File: src/hw/rtl/twlc_pkg.sv
`timescale 1ns / 1ps

package twlc_pkg;

    // Fixed field widths.
    localparam int ADDR_W    = 20;
    localparam int DATA_W    = 32;
    localparam int COST_W    = 32;
    localparam int CFG_W     = 16;
    localparam int CFG_IDX_W = 3;
    localparam int CFG_NUM   = 6;

    // Default geometry.
    localparam int DEF_BLOCK_OFFSET_BITS   = 6;
    localparam int DEF_FIRST_INDEX_BITS    = 8;
    localparam int DEF_SECOND_INDEX_BITS   = 9;
    localparam int DEF_MEMORY_ADDRESS_BITS = 20;

    // Cost register indexes.
    localparam logic [CFG_IDX_W-1:0] CFG_L1_READ   = 3'd0;
    localparam logic [CFG_IDX_W-1:0] CFG_L1_WRITE  = 3'd1;
    localparam logic [CFG_IDX_W-1:0] CFG_L2_READ   = 3'd2;
    localparam logic [CFG_IDX_W-1:0] CFG_L2_WRITE  = 3'd3;
    localparam logic [CFG_IDX_W-1:0] CFG_MEM_READ  = 3'd4;
    localparam logic [CFG_IDX_W-1:0] CFG_MEM_WRITE = 3'd5;

    localparam logic [CFG_W-1:0] CFG_RESET [CFG_NUM] =
        '{16'd1, 16'd1, 16'd10, 16'd10, 16'd100, 16'd100};

    // Access kinds.
    localparam logic KIND_READ  = 1'b0;
    localparam logic KIND_WRITE = 1'b1;

    typedef struct packed {
        logic              kind;
        logic [ADDR_W-1:0] address;
        logic [DATA_W-1:0] write_data;
        logic              clear_cost;
    } req_t;

    typedef struct packed {
        logic [DATA_W-1:0] read_data;
        logic [COST_W-1:0] total_cost;
        logic              first_level_hit;
    } rsp_t;

    // Block copy kinds run by the datapath copy engine.
    typedef enum logic [2:0] {
        CP_NONE,
        CP_L2_TO_BUF,
        CP_MEM_TO_L2,
        CP_L2_TO_MEM,
        CP_L1_TO_L2,
        CP_BUF_TO_L1
    } copy_t;

    // Which cost register is added to the counter.
    typedef enum logic [2:0] {
        COST_NONE,
        COST_L1_RD,
        COST_L1_WR,
        COST_L2_RD,
        COST_L2_WR,
        COST_MEM_RD,
        COST_MEM_WR
    } cost_sel_t;

    typedef struct packed {
        logic      accept;
        logic      tag1_from_port;
        logic      l1_latch;
        logic      l2blk_load;
        logic      l2blk_victim;
        logic      l2_latch;
        copy_t     copy;
        logic      word_we;
        logic      tag1_we;
        logic      tag1_dirty;
        logic      tag2_we;
        logic      tag2_dirty;
        cost_sel_t cost_sel;
        logic      finish;
        logic      clear;
    } cmd_t;

    typedef struct packed {
        logic l1_hit;
        logic l1_victim_dirty;
        logic l2_hit;
        logic l2_victim_dirty;
        logic copy_done;
        logic clear_done;
        logic is_write;
    } status_t;

endpackage

File: src/hw/rtl/twlc_ctrl.sv
`timescale 1ns / 1ps

module twlc_ctrl import twlc_pkg::*; (
    input  logic    clk,
    input  logic    rst_n,
    input  logic    start,
    input  status_t status,
    output cmd_t    cmd,
    output logic    busy
);

    typedef enum logic [3:0] {
        S_CLEAR,
        S_IDLE,
        S_L1_CHK,
        S_L2_TAG,
        S_L2_CHK,
        S_L2_VICT,
        S_L2_FILL,
        S_L2_RDHIT,
        S_L2_WR,
        S_L1_AFTER,
        S_L1_FILL,
        S_WORD,
        S_RESULT
    } state_t;

    state_t state_reg, state_next;
    logic   wmode_reg, wmode_next;

    // State and second-level operation mode.
    always_ff @(posedge clk or negedge rst_n)
    begin
        if (!rst_n)
        begin
            state_reg <= S_CLEAR;
            wmode_reg <= 1'b0;
        end
        else
        begin
            state_reg <= state_next;
            wmode_reg <= wmode_next;
        end
    end

    assign busy = (state_reg != S_IDLE);

    // Next state and datapath commands.
    always_comb
    begin
        cmd        = '0;
        cmd.copy   = CP_NONE;
        cmd.cost_sel = COST_NONE;
        state_next = state_reg;
        wmode_next = wmode_reg;
        case (state_reg)
            S_CLEAR:
            begin
                cmd.clear = 1'b1;
                if (status.clear_done)
                begin
                    state_next = S_IDLE;
                end
            end
            S_IDLE:
            begin
                cmd.tag1_from_port = 1'b1;
                if (start)
                begin
                    cmd.accept = 1'b1;
                    state_next = S_L1_CHK;
                end
            end
            S_L1_CHK:
            begin
                cmd.l1_latch = 1'b1;
                if (status.l1_hit)
                begin
                    cmd.word_we    = status.is_write;
                    cmd.tag1_we    = status.is_write;
                    cmd.tag1_dirty = 1'b1;
                    cmd.cost_sel   = status.is_write ? COST_L1_WR : COST_L1_RD;
                    state_next     = S_RESULT;
                end
                else
                begin
                    cmd.l2blk_load = 1'b1;
                    wmode_next     = 1'b0;
                    state_next     = S_L2_TAG;
                end
            end
            S_L2_TAG:
            begin
                state_next = S_L2_CHK;
            end
            S_L2_CHK:
            begin
                cmd.l2_latch = 1'b1;
                if (status.l2_hit)
                begin
                    cmd.cost_sel = wmode_reg ? COST_NONE : COST_L2_RD;
                    state_next   = wmode_reg ? S_L2_WR : S_L2_RDHIT;
                end
                else
                begin
                    cmd.cost_sel = COST_MEM_RD;
                    if (status.l2_victim_dirty)
                    begin
                        state_next = S_L2_VICT;
                    end
                    else
                    begin
                        state_next = wmode_reg ? S_L2_WR : S_L2_FILL;
                    end
                end
            end
            S_L2_VICT:
            begin
                cmd.copy = CP_L2_TO_MEM;
                if (status.copy_done)
                begin
                    cmd.cost_sel = COST_MEM_WR;
                    state_next   = wmode_reg ? S_L2_WR : S_L2_FILL;
                end
            end
            S_L2_FILL:
            begin
                cmd.copy = CP_MEM_TO_L2;
                if (status.copy_done)
                begin
                    cmd.tag2_we  = 1'b1;
                    cmd.cost_sel = COST_L2_RD;
                    state_next   = S_L1_AFTER;
                end
            end
            S_L2_RDHIT:
            begin
                cmd.copy = CP_L2_TO_BUF;
                if (status.copy_done)
                begin
                    state_next = S_L1_AFTER;
                end
            end
            S_L2_WR:
            begin
                cmd.copy = CP_L1_TO_L2;
                if (status.copy_done)
                begin
                    cmd.tag2_we    = 1'b1;
                    cmd.tag2_dirty = 1'b1;
                    cmd.cost_sel   = COST_L2_WR;
                    state_next     = S_L1_FILL;
                end
            end
            S_L1_AFTER:
            begin
                if (status.l1_victim_dirty)
                begin
                    cmd.l2blk_load   = 1'b1;
                    cmd.l2blk_victim = 1'b1;
                    wmode_next       = 1'b1;
                    state_next       = S_L2_TAG;
                end
                else
                begin
                    state_next = S_L1_FILL;
                end
            end
            S_L1_FILL:
            begin
                cmd.copy = CP_BUF_TO_L1;
                if (status.copy_done)
                begin
                    cmd.tag1_we = 1'b1;
                    state_next  = S_WORD;
                end
            end
            S_WORD:
            begin
                cmd.word_we    = status.is_write;
                cmd.tag1_we    = status.is_write;
                cmd.tag1_dirty = 1'b1;
                cmd.cost_sel   = status.is_write ? COST_L1_WR : COST_L1_RD;
                state_next     = S_RESULT;
            end
            S_RESULT:
            begin
                cmd.finish = 1'b1;
                state_next = S_IDLE;
            end
            default:
            begin
                state_next = S_IDLE;
            end
        endcase
    end

endmodule

File: config.mk
export PLATFORM = sky130hd
export DESIGN_NAME = twlc_ctrl
export DESIGN_NICKNAME = d
export VERILOG_FILES = /design/src/hw/rtl/twlc_pkg.sv /design/src/hw/rtl/twlc_ctrl.sv
export SDC_FILE = /design/constraint.sdc
export NUM_CORES = 1
export LEC_CHECK = 0
export BUFFER_PORTS_ARGS = -buffer_cell sky130_fd_sc_hd__buf_2
export CAP_MARGIN = 10
export CORE_MARGIN = 10
export CORE_UTILIZATION = 45
export CTS_CLUSTER_SIZE = 30
export DETAILED_ROUTE_END_ITERATION = 6
export HOLD_SLACK_MARGIN = 0.03
export PLACE_DENSITY_LB_ADDON = 0.12
export SLEW_MARGIN = 15
export SYNTH_ARGS = -nofsm -noshare
export SYNTH_HDL_FRONTEND = slang
export SYNTH_SLANG_ARGS = --single-unit
File: constraint.sdc
create_clock -name clk -period 2 [get_ports clk]
set_input_delay 0.4 -clock clk [delete_from_list [all_inputs] [get_ports clk]]
set_output_delay 0.4 -clock clk [all_outputs]
set_load 0.01 [all_outputs]
# Yosys cells after proc, flatten, opt, wreduce, memory -nomap -nowiden
# Cells that the tools add are included.
dict set report word_totals {
  rom_bits 0
  mem_count 0
  regBits 5
  ram_bits 0
  input_bits 10
  latch_bits 0
}
dict set report op_classes {
  n_reduce_logical 5
  n_mul 0
  mux 42
  add_sub_neg 0
  order_cmp 0
  bitwise 0
  div_mod_pow 0
  shifts 0
  n_eq_ne 21
}
# operator n
set op_table {}
lappend op_table {{$mux 4} 12}
lappend op_table {{$pmux 4 s11} 1}
lappend op_table {{$eq 4x4->1 const B} 5}
lappend op_table {{$pmux 3 s6} 1}
lappend op_table {{$eq 4x3->1 const B} 4}
lappend op_table {{$pmux 3 s5} 1}
lappend op_table {{$ne 2x2->1 const B} 7}
lappend op_table {{$mux 2} 6}
lappend op_table {{$mux 1} 11}
lappend op_table {{$pmux 1 s2} 5}
lappend op_table {{$mux 3} 3}
lappend op_table {{$eq 4x2->1 const B} 2}
lappend op_table {{$reduce_and 6->1} 1}
lappend op_table {{$mux 5} 1}
lappend op_table {{$eq 4x1->1 const B} 1}
lappend op_table {{$logic_not 4->1} 1}
lappend op_table {{$ne 4x1->1 const B} 1}
lappend op_table {{$pmux 1 s3} 1}
lappend op_table {{$reduce_and 3->1} 1}
lappend op_table {{$ne 2x1->1 const B} 1}
lappend op_table {{$reduce_bool 2->1} 1}
lappend op_table {{$reduce_or 2->1} 1}

# Logic depth before layout (Yosys ltp)
dict set report logic_depth {
  word_depth 4
  ltp_mapped 6
  mapped_depth_nobuf 4
}

# Worst setup path after synthesis
# No wires, ideal clock.
dict set report synth_timing {
  kind {register to output}
  startpoint {reg state_reg[0]}
  endpoint {out cmd[8] (netlist bit)}
  n_path_buf 1
  slack_ns 0.082
  stages_incl_launch_ff 6
  t_required_ns 1.600
  arrival_time_ns 1.518
  path_cell_list {dfrtp_1 buf_2 or3b_1 a21oi_1 nand2_1 o21ai_0}
}
# item line_no
set synth_rtl {}
lappend synth_rtl {{from (decl)} twlc_ctrl.sv:28} ;# state_t state_reg, state_next;
lappend synth_rtl {{from (signal assigned)} twlc_ctrl.sv:41} ;# state_reg <= state_next;
lappend synth_rtl {{to (decl)} twlc_ctrl.sv:8} ;# output cmd_t cmd,

==> impl_metrics.env <==
export IMPL_fin_ws_ns=-0.0347
export IMPL_ys_ff_latch=5
export IMPL_ios=30
export IMPL_grt_max_degree=11
export IMPL_setup_viol=2
export IMPL_via_count=904
export IMPL_cp_required_ns=1.60
export IMPL_final_util=0.705
export IMPL_yosysMostFrequentCell="a21oi_1"
export IMPL_end_kind="primary output"
export IMPL_cts_max_path_buffers=2
export IMPL_gp_congestion=0.879
export IMPL_synthArstFlopShare=1.00
export IMPL_dr_pass1_iters=4
export IMPL_finClkSkew_ns=0.00248
export IMPL_rsz0062_at_grt="yes"
export IMPL_hpwl_um=1760
export IMPL_clockRootBuffer="clkbuf_4"
export IMPL_tightest_slew_ns=0.415
export IMPL_clk_pin_slew_ns=0.05
export IMPL_drtAntennaViolNets=0
export IMPL_critPathLaunchType="flop"
export IMPL_critPathMaxFanout=5
export IMPL_synth_edf_count=0
export IMPL_finalCriticalPeriod_ns=2.03
export IMPL_wl_per_cell_um=16.9
export IMPL_yosysTopAreaCellShare=0.183
export IMPL_hp_class="in -> async"
export IMPL_p_sw_uw=820
export IMPL_power_share_combinational=0.787
export IMPL_holdWs_ns=0.546
export IMPL_clock_sinks=5
export IMPL_die_area_um2=3480
export IMPL_yosysWarnings=0
export IMPL_wirelength_um=2550
export IMPL_syn_inst=92
export IMPL_slew_violations=0
export IMPL_first_global_vias=852
export IMPL_place_inst=139
export IMPL_port_buffers=29
export IMPL_seq_power_share=0.142
export IMPL_rows=14
export IMPL_largest_reg_flops=4
export IMPL_gr_total_overflow=0
export IMPL_core_area_um2=1470
export IMPL_antenna_found_initial=0
export IMPL_dr_max_layer_used="met4"
export IMPL_die_y_um=59
export IMPL_p_leak_nw=0.534
export IMPL_power_density_nw_per_um2=1670
export IMPL_switching_share=0.474
export IMPL_met2_length_um=1200
export IMPL_irDropWorstVdd_mv=0.877
export IMPL_fp_dieW_um=59
export IMPL_finalNonFillerCells=151
export IMPL_hold_viol=0
export IMPL_drc=0
export IMPL_numCtsBuffers=3
export IMPL_layout_drive_gt1_share=0.533
export IMPL_fin_crit_sh=1.02
export IMPL_htree_levels=1
export IMPL_grt_use_total=0.142
export IMPL_critical_path_class="reg -> out"
export IMPL_synth_ff_type="dfrtp_1"
export IMPL_yosys_top_cells_count="a21oi_1, inv_1, nor2_1, nand2_1, nand2b_1"
export IMPL_slew_headroom=0.721
export IMPL_syn_num_nets=102
export IMPL_synthTopCellsByArea="dfrtp_1, a21oi_1, nand2b_1, mux2_4, inv_1"
export IMPL_synth_area_um2=684
export IMPL_syn2layout_area_growth_pct=51.6
export IMPL_via_per_inst=5.99
export IMPL_initial_utilization=0.465
export IMPL_tns_ns=-0.0466
export IMPL_violations="setup timing"
export IMPL_diodes=0
export IMPL_grt_pass1_wl_um=4050
export IMPL_p_int_uw=909
export IMPL_synth_cell_type_count=38
export IMPL_cts_tree="done"
export IMPL_cp_arrival_ns=1.63
export IMPL_syn_area_per_cell_um2=7.44
export IMPL_m1WireLength_um=1040
export IMPL_met3_length_um=258
export IMPL_clock_power_share=0.071
export IMPL_drt_iter0_markers=44
export IMPL_status="finished, violations left"
export IMPL_clock_latency_ns=0.25
export IMPL_clock_fmax_mhz=491
export IMPL_yosysSeqAreaShare=0.183
export IMPL_synth_top_area_cell="dfrtp_1"
export IMPL_cap_violations=0
export IMPL_final_nets=146
-- metrics by stage --
stage,power (mW),cell area (um2),setup slack [ns]
after global placement,1.33,875,0.116
after detailed placement,1.33,875,0.0799
after global routing,1.87,1040,-0.0798
after floorplan,0.998,684,0.0819
after CTS,1.62,997,0.00383
final,1.73,1040,-0.0347
-- power groups by stage --
stage,Clock (mW),Sequential (mW),Combinational [mW]
floorplan,0,0.194,0.804
global placement,0,0.246,1.08
detailed placement,0,0.245,1.09
CTS,0.122,0.238,1.26
global route,0.137,0.251,1.48
finish,0.122,0.245,1.36
-- final cells by class --
type,instances,area (um2)
fillers,125,434
repair buffers,46,279
multi-input cells,72,552
clock buffers,3,22.5
flip-flops and latches,5,129
inverters,8,30.0
clock inverters,1,5.00
well taps,16,20.0
-- layer usage --
metal	up-vias	global-route usage
li1	416	-
met1	413	0.172
met2	67	0.237
met3	8	0.0258
met4	0	0.0623
met5	-	0
-- worst paths after layout --
check	startpoint	slack, ns	cells after the start	endpoint
worst max-delay path	state_reg[3]$_DFFE_PN0P_	-0.03	5	cmd[2]
worst min-delay path	rst_n	0.55	2	state_reg[2]$_DFFE_PN0P_
worst max register to register	state_reg[3]$_DFFE_PN0P_	0.21	6	state_reg[0]$_DFFE_PN0P_
worst min register to register	wmode_reg$_DFFE_PN0P_	0.71	2	wmode_reg$_DFFE_PN0P_
max in group asynchronous	rst_n	1.30	2	state_reg[3]$_DFFE_PN0P_
min in group clk	status[5]	0.59	4	wmode_reg$_DFFE_PN0P_
-- placed cells by master, fill, tap and decap left out, drive strengths merged --
cell	count
buf	45
inv	8
a21oi	8
nor2	7
nand2	6
nor3	6
nand2b	6
o21ai	5
dfrtp	5
clkbuf	3
nor3b	3
o32ai	3
and2b	2
nand3b	2
nand3	2
and3	2
a21o	2
a211oi	2
mux2	2
or2b	2
a221o	2
or2	1
nor2b	1
nand4b	1
or4b	1
or3b	1
nor4	1
mux2i	1
o32a	1
or4	1
o21bai	1
clkinv	1
dlygate4sd3	1
-- cell families (layout without fill, tap and decap cells) --
logic type,after synthesis,in the layout,share of synthesized area
compound gates,24,24,0.234
buf+inv,15,58,0.106
flops,5,5,0.183
mux,3,3,0.0585
simple gates,45,45,0.419
-- timing repair --
item,4_1_cts,5_1_grt
hold buffers,1,0
endpoints found under the setup margin,9,7
endpoints found under the hold margin,5,0
resized for setup,13,6
pin swaps,2,2
setup buffers,4,3
-- worst max-delay path, stage by stage, from the launching register on --
cell	delay [ns]
dfrtp_2	0.44
or3b_4	0.41
a21oi_4	0.19
inv_2	0.05
o32ai_2	0.12
buf_2	0.17
Note: power is estimated with default switching activity, not from simulation.
